File: config.mk
export PLATFORM = sky130hd
export DESIGN_NAME = msie_div
export DESIGN_NICKNAME = d
export VERILOG_FILES = /design/src/sv/msie_pkg.sv /design/src/sv/msie_div.sv
export SDC_FILE = /design/constraint.sdc
export NUM_CORES = 1
export LEC_CHECK = 0
export ABC_CLOCK_PERIOD_IN_PS = 6600
export BUFFER_PORTS_ARGS = -buffer_cell sky130_fd_sc_hd__buf_2
export CAP_MARGIN = 30
export CORE_ASPECT_RATIO = 1.4
export CORE_MARGIN = 3
export CORE_UTILIZATION = 40
export DETAILED_ROUTE_END_ITERATION = 16
export SETUP_SLACK_MARGIN = 0.5
export SLEW_MARGIN = 20
export SYNTH_ARGS = -nofsm -noshare
export SYNTH_HDL_FRONTEND = slang
export SYNTH_SLANG_ARGS = --single-unit
File: constraint.sdc
create_clock -name clk -period 6.6 [get_ports clk]
set_input_delay 0.33 -clock clk [delete_from_list [all_inputs] [get_ports clk]]
set_output_delay 0.33 -clock clk [all_outputs]
set_load 0.005 [all_outputs]
File: src/sv/msie_pkg.sv
// ----------------------------------------------------------------------------
// msie_pkg
// Opcodes, fault codes and field widths shared by the execute unit.
// ----------------------------------------------------------------------------
package msie_pkg;

	localparam int OP_W   = 4;
	localparam int REG_W  = 5;
	localparam int DATA_W = 32;
	localparam int PC_W   = 10;
	localparam int FLT_W  = 2;

	// program depth; a power of two so the counter and targets wrap naturally
	localparam int PROG_DEPTH = 1024;

	typedef enum logic [OP_W-1:0] {
		OP_ADD  = 4'd0,
		OP_SUB  = 4'd1,
		OP_MUL  = 4'd2,
		OP_DIV  = 4'd3,
		OP_SLT  = 4'd4,
		OP_ADDI = 4'd5,
		OP_SUBI = 4'd6,
		OP_SLTI = 4'd7,
		OP_BEQ  = 4'd8,
		OP_BNE  = 4'd9,
		OP_J    = 4'd10,
		OP_LW   = 4'd11,
		OP_SW   = 4'd12,
		OP_HALT = 4'd13
	} op_t;

	typedef enum logic [FLT_W-1:0] {
		FLT_NONE  = 2'd0,
		FLT_DIV0  = 2'd1,
		FLT_RANGE = 2'd2
	} fault_t;

endpackage

File: src/sv/msie_div.sv
// ----------------------------------------------------------------------------
// msie_div
// Signed 32-bit divider, one quotient bit per cycle, truncating toward zero.
// ----------------------------------------------------------------------------
module msie_div (
	input  logic        clk,
	input  logic        arst_n,
	input  logic        start,
	input  logic [31:0] dividend,
	input  logic [31:0] divisor,
	output logic        done,
	output logic [31:0] quotient
);
	import msie_pkg::*;

	logic        busy_q;
	logic [5:0]  cnt_q;
	logic [31:0] rem_q;
	logic [31:0] quo_q;
	logic [31:0] dvs_q;
	logic        neg_q;
	logic [32:0] trial;
	logic [31:0] shifted;

	// restoring step
	assign shifted = {rem_q[30:0], quo_q[31]};
	assign trial   = {1'b0, shifted} - {1'b0, dvs_q};

	always_ff @(posedge clk or negedge arst_n) begin
		if (!arst_n) begin
			busy_q <= 1'b0;
			cnt_q  <= '0;
			done   <= 1'b0;
		end else begin
			// pulse after the last step
			done <= !start && busy_q && (cnt_q == 6'd1);
			if (start) begin
				busy_q <= 1'b1;
				cnt_q  <= 6'd32;
			end else if (busy_q) begin
				cnt_q <= cnt_q - 6'd1;
				if (cnt_q == 6'd1)
					busy_q <= 1'b0;
			end
		end
	end

	always_ff @(posedge clk) begin
		if (start) begin
			rem_q <= '0;
			quo_q <= dividend[31] ? (32'd0 - dividend) : dividend;
			dvs_q <= divisor[31] ? (32'd0 - divisor) : divisor;
			neg_q <= dividend[31] ^ divisor[31];
		end else if (busy_q) begin
			if (!trial[32]) begin
				rem_q <= trial[31:0];
				quo_q <= {quo_q[30:0], 1'b1};
			end else begin
				rem_q <= shifted;
				quo_q <= {quo_q[30:0], 1'b0};
			end
		end
	end

	assign quotient = neg_q ? (32'd0 - quo_q) : quo_q;

endmodule

==> results of run 1 <==
[power groups by stage]
stage / registers, mW / clock network [mW] / logic, mW
floorplan: 0.847 / 0 / 0.379
global placement: 0.866 / 0 / 0.534
detailed placement: 0.867 / 0 / 0.537
CTS: 0.853 / 0.597 / 0.541
global route: 0.865 / 0.621 / 0.608
finish: 0.854 / 0.576 / 0.537
[state kept, by name (all words and copies together) (netlist names)]
signal / cells
dvs_q: 32
cnt_q: 6
quo_q: 32
rem_q: 31
busy_q: 1
done: 1
neg_q: 1
[worst max-delay path, stage by stage (launching register included)]
cell      delay (ns)
edfxtp_1        0.44
nor3_1          0.25
nand2_1         0.09
or3_1           0.34
or4_1           0.47
or3_1           0.40
or4_1           0.47
o41ai_1         0.52
clkbuf_2        0.25
nand2_1         0.07
xor2_1          0.14
buf_2           0.13
[through the flow]
step | instances | area, um^2 | utilization | hold slack [ns]
2_1_floorplan | 847 | 7550 | - | 0.0344
3_3_place_gp | 1151 | 8240 | 0.452 | 0.182
3_5_place_dp | 1152 | 8250 | 0.453 | 0.183
4_1_cts | 1169 | 8580 | 0.471 | 0.218
5_1_grt | 1170 | 8580 | 0.471 | 0.227
6_report | 1170 | 8580 | 0.471 | 0.229
[kinds of logic (layout without fill, tap and decap cells)]
logic type | Yosys count | in the layout | share of synthesized area
and+or+nand+nor | 243 | 243 | 0.159
AOI/OAI and AO/OA | 229 | 229 | 0.195
xor gates and xnor gates | 120 | 120 | 0.139
DFF | 104 | 104 | 0.367
buffers and inverters | 91 | 174 | 0.0457
adders and majority gates | 38 | 38 | 0.0640
muxes | 22 | 22 | 0.0292
[how the worst max path moves through the flow]
stage,from,endpoint,slack (ns)
after detailed placement,quo_q[2]$_DFFE_PP_,quotient[31],2.52
after global routing,quo_q[1]$_DFFE_PP_,quotient[26],2.11
after global placement,quo_q[2]$_DFFE_PP_,quotient[27],2.57
after CTS,quo_q[2]$_DFFE_PP_,quotient[31],2.13
after floorplan,divisor[9],dvs_q[29]$_DFFE_PP_,2.95
final,quo_q[2]$_DFFE_PP_,quotient[27],2.34
[area by class of cell]
class / instances / area [um^2]
well taps: 240 / 300
fillers: 1830 / 9630
flip-flops and latches: 104 / 2770
repair buffers: 108 / 566
clock buffers: 9 / 225
inverters: 50 / 188
clock inverters: 7 / 96.3
multi-input cells: 652 / 4440
[metal layers]
layer / wire (um) / up-vias / share of wire
li1: - / 3230 / -
met1: 7760 / 2872 / 0.45
met2: 8660 / 108 / 0.51
met3: 587 / 6 / 0.034
met4: 108 / 0 / 0.0063
met5: 0 / - / 0
[repair_timing]
action / in CTS / in global routing
endpoints found under the hold margin: 8 / 0
hold buffers: 1 / 0
resized for setup: 0 / 0
[placed cells by master (no fill, tap or decap), types with 37 or more instances in the layout]
cell      synthesis  final
a21oi_1          63     63
buf_2             0     98
edfxtp_1         65     65
ha_1             37     37
inv_1            50     50
nand2_1          69     69
nor2_1           74     74
o21ai_0          60     60
xnor2_1          76     76
xor2_1           44     44
==> summary.txt, run 1 <==
Outcome
  • Status: finished, final reports clean

Synthesis
  • Sequential area share after synthesis: 0.367
  • Number of synthesized flops with an enable pin: 65
  • Synth Area per Inst: 8.91 um^2
  • Synth area leaders: edfxtp_1 26%, xnor2_1 8.8%, dfxtp_1 8.2%, ha_1 6.1%, xor2_1 5.1%
  • Ys async rst share: 0.0769
  • Yosys warnings: 0
  • Synth Register Bits: 104
  • Unique masters post-synth: 60
  • Leading area contributor after synthesis: edfxtp_1
  • Main synth FF type: edfxtp_1
  • Most instantiated cells after synthesis: 76 x xnor2_1, 74 x nor2_1, 69 x nand2_1, 65 x edfxtp_1, 63 x a21oi_1
  • Count leader, synth: xnor2_1
  • Mapped Nets: 952
  • Synth top area share: 0.259
  • Post-Syn Area: 0.00755 mm^2
  • Mapped Cells: 847

STA
  • Pins Over Slew Limit: 0
  • Final setup violation count: 0
  • Fmax: 235 MHz
  • Post-layout worst setup margin: 2.34 ns
  • Worst Tran Pin Value: 0.925 ns
  • Hold Violations, Final: 0
  • Min cycle time layout: 4.26 ns
  • RSZ-0062 raised after global routing: false
  • Rel. slew slack: 0.384
  • Clock Skew: 0.00958 ns
  • Final period util: 0.645
  • Setup TNS Final: 0 ns

Global route
  • GR peak layer: met2
  • Overflow after GRT: 0
  • First-pass GRT wire length: 28.5 mm
  • Initial antenna violation count: 0
  • Met3 usage: 0.0247
  • Global routing met2 resource utilization: 0.303
  • All-Layer GR Usage: 0.167
  • M1 GR Usage: 0.211
  • Largest net degree at the start of global routing: 88
  • Vias in the first global route: 5942

Setup path
  • CP Max Fanout: 4
  • Worst r2r dst: rem_q[30]$_SDFFE_PP0P_
  • Critical path startpoint category: flip-flop
  • Flop-to-flop setup slack: 2.83 ns
  • Crit end category: output pin
  • Worst reg2reg path depth: 13
  • Critical setup path kind: flip-flop to output pin
  • FF-to-FF Start: quo_q[31]$_DFFE_PP_
  • Required @ worst endpoint: 6.27 ns
  • Crit path DAT: 3.93 ns

Drt
  • Initial DRC count: 334
  • Drt total wl: 17.1 mm
  • DRT antenna net count: 0
  • Routed vias/inst: 5.31
  • Routed vias: 6216
  • Remaining DRCs: 0
  • First drt pass iteration count: 4
  • Post-DR wirelength/cell: 14.6 um

Pwr
  • Sequential power share: 0.434
  • Leak pwr: 3.37 nW
  • Max rail drop VDD: 0.127 mV
  • Final Power: 1.97 mW
  • P per Cell Area: 229 mW/mm^2
  • Psw: 0.606 mW
  • Combinational group share of total power: 0.273
  • Internal power: 1.36 mW
  • Clk network pwr share: 0.293
  • Switching Share: 0.308

Hold path
  • Worst min path class: input pin to flip-flop
  • Hold Crit Depth: 1
  • HP Start: divisor[0]
  • Hold-critical path endpoint: dvs_q[0]$_DFFE_PP_

Die
  • FP Rows: 58
  • Die height: 169 um
  • Number of I/O pins: 100
  • Die area: 0.0206 mm^2
  • CORE AREA: 0.0182 mm^2
  • Die W: 122 um
  • Initial core utilization: 0.414

Clocking
  • CTS tree: yes
  • Worst-Skew Late Latency: 0.35 ns
  • # H-tree levels: 3
  • Clock root buffer: clkbuf_16
  • Post-CTS setup buffers: 0
  • Clock transition at path regs: 0.08 ns
  • Clock Path Buffers: 2
  • Clock tree sinks: 104
  • Inserted Clock Buffers: 9

Finish
  • Synth-to-Final Area Change: 13.7%
  • N_diodes: 0
  • Nets: 1030
  • Share of cells above drive strength 1: 0.144

Place
  • Final HPWL DP: 13.1 mm
  • Port Buffers: 99
  • Routability cong.: 0.838
  • Post-Place Worst Slack: 2.52 ns

Run
  • Maxcap violations: 0
No activity file was read; power rests on OpenSTA's default activity.
==> inputs of run 2 (changes only) <==
--- a/config.mk
+++ b/config.mk
@@ -5,7 +5,8 @@
 export SDC_FILE = /design/constraint.sdc
 export NUM_CORES = 1
 export LEC_CHECK = 0
-export ABC_CLOCK_PERIOD_IN_PS = 6600
+export ABC_AREA = 1
+export ABC_CLOCK_PERIOD_IN_PS = 3550
 export BUFFER_PORTS_ARGS = -buffer_cell sky130_fd_sc_hd__buf_2
 export CAP_MARGIN = 30
 export CORE_ASPECT_RATIO = 1.4
==> constraint.sdc (replaced) <==
create_clock -name clk -period 3.55 [get_ports clk]
set_input_delay 0.1775 -clock clk [delete_from_list [all_inputs] [get_ports clk]]
set_output_delay 0.1775 -clock clk [all_outputs]
set_load 0.005 [all_outputs]
==> run 2 against run 1 <==
  * Via count up 45%
  * Area after synthesis rose by 23%
  * Largest cell class unchanged
  * Non-clock buffer count is 2 higher
  * Die area up 22%
  * Highest routed layer is now met5
  * Largest power group unchanged
  * Final cell count up 58%
  * Flip-flop and latch count did not move
==> summary.txt, run 2 <==
Outcome
  • Status: finished, final reports clean

Synthesis
  • Synth top area share: 0.211 (-0.0477)
  • Most instantiated cells after synthesis: 446 x nand2_1, 274 x inv_1, 133 x nor2_1, 123 x nand3_1, 65 x edfxtp_1
  • Sequential area share after synthesis: 0.299 (-0.0678)
  • Synth area leaders: edfxtp_1 21%, nand2_1 18%, inv_1 11%, dfxtp_1 6.7%, nand3_1 6.6%
  • Synth Register Bits: 104 (unchanged)
  • Count leader, synth: nand2_1
  • Mapped Nets: 1556 (+63%)
  • Unique masters post-synth: 42 (-30%)
  • Post-Syn Area: 0.00926 mm^2 (+23%)
  • Mapped Cells: 1451 (+71%)
  • Leading area contributor after synthesis: edfxtp_1
  • Ys async rst share: 0.0769 (unchanged)
  • Main synth FF type: edfxtp_1
  • Synth Area per Inst: 6.38 um^2 (-28%)
  • Yosys warnings: 0 (unchanged)
  • Number of synthesized flops with an enable pin: 65 (unchanged)

Finish
  • Synth-to-Final Area Change: 12.2%
  • Nets: 1645 (+60%)
  • Filler cells: 2358 (+29%)
  • Most frequent cells in the layout: 446 x nand2_1, 274 x inv_1, 132 x nor2_1
  • Share of cells above drive strength 1: 0.0971 (-0.0470)
  • Cell area after layout: 0.0104 mm^2 (+21%)
  • Most common cell after layout, fill and taps aside: nand2_1
  • Regs by FF count: dvs_q: 32 flops, quo_q: 32 flops, rem_q: 31 flops

Clocking
  • Clock root buffer: clkbuf_16
  • CTS tree: yes
  • Clock tree sinks: 104 (unchanged)
  • Inserted Clock Buffers: 9 (unchanged)
  • Clock Path Buffers: 2 (unchanged)
  • Post-CTS resize count: 0 (unchanged)
  • Clock transition at path regs: 0.07 ns (about the same)
  • # H-tree levels: 3 (unchanged)
  • Worst-Skew Late Latency: 0.36 ns (about the same)

STA
  • Final period util: 0.775
  • Pins Over Slew Limit: 0 (unchanged)
  • Rel. slew slack: 0.387 (+0.00386)
  • RSZ-0062 raised after global routing: false
  • Worst Tran Pin Value: 0.917 ns (-0.00797 ns)
  • Fmax: 363 MHz
  • Min cycle time layout: 2.75 ns
  • Post-layout worst setup margin: 0.797 ns (-1.55 ns)
  • Setup TNS Final: 0 ns (unchanged)
  • Hold Violations, Final: 0 (unchanged)
  • Clock Skew: 0.00949 ns (-0.0000915 ns)
  • Final setup violation count: 0 (unchanged)

Setup path
  • Critical Path Most Common Cell: nand3_1
  • Worst reg2reg path depth: 15 (+2)
  • Crit end category: output pin
  • Worst setup path endpoint: quotient[24]
  • Flop-to-flop setup slack: 1.05 ns (-1.78 ns)
  • Worst r2r dst: rem_q[0]$_SDFFE_PP0P_
  • Critical setup path kind: flip-flop to output pin
  • CP max-delay cell: edfxtp_1
  • Crit path launch: quo_q[0]$_DFFE_PP_
  • Crit path DAT: 2.58 ns (-1.35 ns)
  • FF-to-FF Start: quo_q[31]$_DFFE_PP_
  • Critical path startpoint category: flip-flop
  • CP Max Fanout: 5 (+1)
  • Worst path bufs/invs: 2 (unchanged)
  • Delay-heaviest family, CP: simple AND/OR/NAND/NOR gates
  • Required @ worst endpoint: 3.37 ns (-2.90 ns)
  • Crit-path cells: inv_1 -> ha_1 -> nand3_1 -> nor2_1 -> nand2_1 -> nor2_2 -> nand3_1 -> o21ai_1 -> xor2_1 -> buf_2
  • Path length in cells of the critical path: 10 (-1)
  • Max stage delay on crit path: 0.44 ns (-0.08 ns)

Drt
  • Remaining DRCs: 0 (unchanged)
  • Initial DRC count: 485 (+45%)
  • Post-DR wirelength/cell: 14.5 um (-0.73%)
  • Routed vias: 9042 (+45%)
  • First drt pass iteration count: 5 (+1)
  • Routed vias/inst: 4.89 (-7.9%)
  • DRT antenna net count: 0 (unchanged)
  • Drt total wl: 26.8 mm (+57%)

Place
  • Final HPWL DP: 21.9 mm (+67%)
  • Post-Place Worst Slack: 1.04 ns (-1.48 ns)
  • Routability cong.: 0.902 (+7.6%)
  • Port Buffers: 99 (unchanged)
  • Placed inst area: 0.0101 mm^2 (+22%)

Global route
  • Overflow after GRT: 0 (unchanged)
  • Initial antenna violation count: 3 (+3)
  • Largest net degree at the start of global routing: 37 (-58%)
  • First-pass GRT wire length: 43.2 mm (+51%)
  • All-Layer GR Usage: 0.219 (+0.0511)
  • Vias in the first global route: 8758 (+47%)

Pwr
  • Psw: 1.12 mW (+85%)
  • Switching Share: 0.323 (+0.0144)
  • Clk network pwr share: 0.316 (+0.023)
  • P per Cell Area: 335 mW/mm^2 (+46%)
  • Max rail drop VDD: 0.233 mV (+84%)
  • Combinational group share of total power: 0.253 (-0.020)
  • Sequential power share: 0.431 (-0.003)
  • Leak pwr: 5.47 nW (+62%)
  • Internal power: 2.36 mW (+73%)

Hold path
  • Worst min path class: input pin to flip-flop

Die
  • Die area: 0.0250 mm^2 (+22%)
  • Die height: 186 um (+10%)
  • FP Rows: 65 (+12%)
  • Initial core utilization: 0.408 (-0.00642)
  • CORE AREA: 0.0227 mm^2 (+25%)
  • Die W: 135 um (+10%)
  • Number of I/O pins: 100 (unchanged)

Run
  • Maxcap violations: 0 (unchanged)
## run 2: cell count changes after synthesis, sizes merged, moves of 17 or more
| cell | previous run | this run |
|---|---|---|
| mux2i | 22 | 0 |
| inv | 50 | 278 |
| xnor2 | 76 | 25 |
| a21oi | 63 | 32 |
| nand3b | 2 | 26 |
| or4 | 22 | 0 |
| o31ai | 28 | 3 |
| clkbuf | 33 | 15 |
| a211oi | 17 | 0 |
| o21ai | 60 | 77 |
| nand3 | 9 | 123 |
| nor2 | 74 | 138 |
| nand2 | 69 | 454 |
## run 2: power groups by stage
stage          sequential (mW)  combinational (mW)  clock (mW)
6_report                  1.50               0.880        1.10
5_1_grt                   1.51               0.993        1.16
4_1_cts                   1.50               0.886        1.12
3_5_place_dp              1.52               0.880           0
3_3_place_gp              1.52               0.877           0
2_1_floorplan             1.49               0.565           0
## run 2: metal layers
metal  global-route usage  wire length, um
met5                    0               26
met4                0.111             1270
met3               0.0297              908
met2                0.413            14000
met1                0.237            10600
## run 2: cell type report
class,count,area [um^2],share of cell area
diodes,2,5.00,0.000482
clock buffers,9,225,0.0217
clock inverters,7,92.6,0.00892
inverters,279,1050,0.101
multi-input cells,1036,5280,0.508
flip-flops and latches,104,2770,0.267
well taps,301,377,0.0363
repair buffers,110,588,0.0566
## run 2: worst min-delay path by stage
stage,from,endpoint,slack [ns],cells past startpoint
3_3_place_gp,arst_n,done$_DFF_PN0_,0.03,1
6_report,divisor[0],dvs_q[0]$_DFFE_PP_,0.06,1
5_1_grt,divisor[0],dvs_q[0]$_DFFE_PP_,0.05,1
2_1_floorplan,arst_n,busy_q$_DFF_PN0_,-0.12,0
4_1_cts,divisor[0],dvs_q[0]$_DFFE_PP_,0.05,1
3_5_place_dp,arst_n,done$_DFF_PN0_,0.03,1
## run 2: logic make-up (layout without fill, tap and decap cells)
kind of cell               count (synthesis)  after routing  share of synthesized area
DFF                                      104            104                      0.300
AOI/OAI and AO/OA                        122            122                     0.0714
and+or+nand+nor                          795            795                      0.369
adders and majority gates                 38             38                     0.0522
buffers and inverters                    311            405                      0.131
xor gates and xnor gates                  81             81                     0.0766
other                                      0              2                          0
## run 2: what timing repair did
item / in CTS / in global routing
setup endpoints to repair: 0 / 0
buffers inserted: 0 / 0
endpoints found under the hold margin: 8 / 0
hold buffers: 1 / 0
## run 2: per-stage QoR
stage	cells	total power [mW]	util	hold slack [ns]
after global placement	1828	2.40	0.442	0.0323
after detailed placement	1829	2.40	0.443	0.0293
final	1848	3.48	0.458	0.0570
after global routing	1846	3.67	0.457	0.0544
after CTS	1846	3.51	0.457	0.0483
after floorplan	1451	2.06	-	-0.118
## run 2: worst reg2reg max path, cell delays in order, from the launching register on
cell	delay, ns
edfxtp_1	0.32
inv_1	0.10
ha_1	0.25
fa_1	0.43
inv_1	0.11
nand2_1	0.07
nand2_1	0.06
nand3b_1	0.08
nand2_2	0.10
nand2_1	0.09
nand2_2	0.09
nand2_4	0.06
nand2_4	0.31
nand2_1	0.13
nand3_1	0.08
o21ai_1	0.07
==> inputs of run 3 (changes only) <==
--- a/config.mk
+++ b/config.mk
@@ -6,7 +6,7 @@
 export NUM_CORES = 1
 export LEC_CHECK = 0
 export ABC_AREA = 1
-export ABC_CLOCK_PERIOD_IN_PS = 3550
+export ABC_CLOCK_PERIOD_IN_PS = 2800
 export BUFFER_PORTS_ARGS = -buffer_cell sky130_fd_sc_hd__buf_2
 export CAP_MARGIN = 30
 export CORE_ASPECT_RATIO = 1.4
==> constraint.sdc (replaced) <==
create_clock -name clk -period 2.8 [get_ports clk]
set_input_delay 0.14 -clock clk [delete_from_list [all_inputs] [get_ports clk]]
set_output_delay 0.14 -clock clk [all_outputs]
set_load 0.005 [all_outputs]
==> run 3 against run 2 <==
  * Die area unchanged
  * Sequential power increased by 27%
  * Clock-buffer cell count increased by 1
  * Hold slack improved by 0.023 ns
  * Setup slack got worse by 0.38 ns
  * Sequential share of layout area decreased by 2.0 points
  * Flip-flop and latch count unchanged
==> summary.txt, run 3 (same netlist as run 2, synthesis figures left out) <==
Outcome
  • Status: finished, final reports clean

Setup path
  • Crit-path cells: or2_4 -> nor4_4 -> nand3_2 -> nand2_2 -> nand2_2 -> xor2_2 -> buf_2
  • Flop-to-flop setup slack: 0.53 ns (-0.52 ns)
  • FF-to-FF Start: dvs_q[0]$_DFFE_PP_
  • Worst r2r dst: rem_q[18]$_SDFFE_PP0P_
  • Critical setup path kind: flip-flop to output pin
  • Worst reg2reg path depth: 15 (unchanged)
  • Delay-heaviest family, CP: simple AND/OR/NAND/NOR gates
  • Critical path startpoint category: flip-flop
  • Max stage delay on crit path: 0.46 ns (+0.02 ns)
  • Required @ worst endpoint: 2.66 ns (-0.71 ns)
  • Crit end category: output pin
  • Worst path bufs/invs: 1 (-1)
  • Critical Path Most Common Cell: nand2_2
  • Crit path DAT: 2.24 ns (-0.34 ns)
  • CP max-delay cell: edfxtp_1
  • CP Max Fanout: 4 (-1)

STA
  • Final period util: 0.851
  • RSZ-0062 raised after global routing: true
  • Worst Tran Pin Value: 0.557 ns (-0.359 ns)
  • Post-layout worst setup margin: 0.416 ns (-0.381 ns)
  • Pins Over Slew Limit: 0 (unchanged)
  • Fmax: 420 MHz
  • Rel. slew slack: 0.628 (+0.240)
  • Final setup violation count: 0 (unchanged)
  • Clock Skew: 0.00950 ns (+0.0000105 ns)
  • Min cycle time layout: 2.38 ns
  • Hold Violations, Final: 0 (unchanged)
  • Setup TNS Final: 0 ns (unchanged)

Drt
  • Routed vias: 9477 (+4.8%)
  • Remaining DRCs: 0 (unchanged)
  • Initial DRC count: 563 (+16%)
  • Drt total wl: 28.7 mm (+7.0%)
  • Post-DR wirelength/cell: 15.2 um (+4.5%)
  • DRT antenna net count: 0 (unchanged)
  • Uppermost layer routed: met5
  • Routed vias/inst: 5.01 (+2.4%)
  • First drt pass iteration count: 8 (+3)
  • Routed met2 length: 15.3 mm (+9.1%)
  • Met3 wire length: 1.17 mm (+29%)
  • Wl on met1: 10.7 mm (+0.66%)

Clocking
  • # H-tree levels: 3 (unchanged)
  • Clock tree sinks: 104 (unchanged)
  • Worst-Skew Late Latency: 0.36 ns (about the same)
  • Clock transition at path regs: 0.07 ns (about the same)
  • Clock Path Buffers: 2 (unchanged)
  • Inserted Clock Buffers: 9 (unchanged)
  • Clock root buffer: clkbuf_16
  • CTS tree: yes

Finish
  • Most frequent cells in the layout: 434 x nand2_1, 269 x inv_1, 126 x nor2_1
  • Register area: 0.00277 mm^2 (about the same)
  • Nets: 1690 (+2.7%)
  • Cell area after layout: 0.0112 mm^2 (+8.2%)
  • Most common cell after layout, fill and taps aside: nand2_1
  • Regs by FF count: dvs_q: 32 flops, quo_q: 32 flops, rem_q: 31 flops
  • Share of cells above drive strength 1: 0.165 (+0.0677)
  • Filler cells: 2262 (-4.1%)
  • Area of the multi-input gates: 0.00566 mm^2 (+7.3%)
  • Synth-to-Final Area Change: 21.4%

Die
  • FP Rows: 65 (unchanged)
  • Initial core utilization: 0.408 (unchanged)
  • Die W: 135 um (unchanged)
  • Number of I/O pins: 100 (unchanged)
  • Die area: 0.0250 mm^2 (unchanged)
  • Die height: 186 um (unchanged)
  • CORE AREA: 0.0227 mm^2 (unchanged)

Global route
  • Largest net degree at the start of global routing: 51 (+38%)
  • Overflow after GRT: 0 (unchanged)
  • First-pass GRT wire length: 44.7 mm (+3.6%)
  • Vias in the first global route: 9098 (+3.9%)
  • Initial antenna violation count: 4 (+1)
  • All-Layer GR Usage: 0.226 (+0.00765)

Run
  • Maxcap violations: 0 (unchanged)

Pwr
  • P per Cell Area: 401 mW/mm^2 (+20%)
  • Max rail drop VDD: 0.303 mV (+30%)
  • Internal power: 3.02 mW (+28%)
  • Clk network pwr share: 0.302 (-0.014)
  • Sequential power share: 0.421 (-0.010)
  • Psw: 1.49 mW (+33%)
  • Switching Share: 0.330 (+0.00714)
  • Combinational group share of total power: 0.277 (+0.024)
  • Leak pwr: 5.85 nW (+6.9%)

Place
  • Port Buffers: 99 (unchanged)
  • Post-Place Worst Slack: 0.247 ns (-0.790 ns)
  • Placed inst area: 0.0101 mm^2 (+0.27%)
  • Routability cong.: 0.938 (+3.9%)
  • Final HPWL DP: 21.7 mm (-0.68%)

Hold path
  • HP Start: divisor[29]
  • Hold Crit Depth: 2 (+1)
  • Hold-critical path endpoint: dvs_q[31]$_SDFFCE_PN0P_
  • Worst min path class: input pin to flip-flop
[run 3: changes by cell type in the layout (fill, tap and decap cells not counted), moves of 6 or more]
| cell | change |
|---|---|
| nand2_2 | +11 |
| nor2_1 | -6 |
| buf_4 | +31 |
| nand3_2 | +20 |
| nand2_1 | -12 |
| nand3_1 | -22 |
| buf_12 | +6 |
[run 3: worst max path at each step]
stage / slack (ns) / cells after the start / endpoint / startpoint
after floorplan: 0.70 / 3 / quo_q[0]$_DFFE_PP_ / busy_q$_DFF_PN0_
after global placement: 0.33 / 15 / rem_q[27]$_SDFFE_PP0P_ / quo_q[31]$_DFFE_PP_
after detailed placement: 0.25 / 15 / rem_q[16]$_SDFFE_PP0P_ / quo_q[31]$_DFFE_PP_
after CTS: 0.44 / 10 / quotient[22] / quo_q[1]$_DFFE_PP_
after global routing: 0.33 / 7 / quotient[29] / quo_q[7]$_DFFE_PP_
final: 0.42 / 7 / quotient[29] / quo_q[7]$_DFFE_PP_
[run 3: final cells by class]
class / instances / area share
Inverter: 279 / 0.0932
Sequential cell: 104 / 0.247
Clock buffer: 10 / 0.0223
Antenna cell: 1 / 0.000223
Tap cell: 301 / 0.0335
Multi-Input combinational cell: 1038 / 0.504
Timing Repair Buffer: 153 / 0.0946
Clock inverter: 6 / 0.00568
[run 3: layer usage]
metal,track usage,vias to the layer above
li1,-,4828
met1,0.234,4341
met2,0.441,215
met3,0.0300,87
met4,0.116,6
met5,0,-
[run 3: what timing repair did]
action | CTS | global route
buffers inserted | 11 | 25
setup endpoints to repair | 50 | 51
resized for setup | 30 | 68
hold buffers | 2 | 0
endpoints found under the hold margin | 9 | 0
pin swaps | 10 | 41
gates cloned | 3 | 2
[run 3: per-stage QoR]
step                      hold WS [ns]  std cells  power [mW]  utilization
after floorplan                 -0.156       1451        2.61            -
after global placement        -0.00724       1832        3.04        0.444
after detailed placement      -0.00547       1832        3.04        0.444
after CTS                       0.0579       1864        4.45        0.471
after global routing            0.0876       1892        4.76        0.495
final                           0.0796       1892        4.51        0.495
[run 3: worst register-to-register path: stages (launching register included)]
cell and delay (ns):
edfxtp_1 0.42, ha_4 0.19, fa_2 0.38, inv_2 0.09
nand2_2 0.06, nand2_1 0.07, nand3b_1 0.09, nand2_2 0.09
nand2_2 0.08, nand2_4 0.09, nand2_8 0.11, buf_12 0.16
nand2_8 0.12, nand3_1 0.09, nand3_1 0.08, nand2_1 0.05
[run 3: power by group through the flow]
stage | sequential [mW] | combinational, mW | clock [mW]
6_report | 1.90 | 1.25 | 1.36
5_1_grt | 1.92 | 1.40 | 1.45
4_1_cts | 1.90 | 1.16 | 1.39
3_5_place_dp | 1.93 | 1.12 | 0
3_3_place_gp | 1.92 | 1.11 | 0
2_1_floorplan | 1.89 | 0.717 | 0
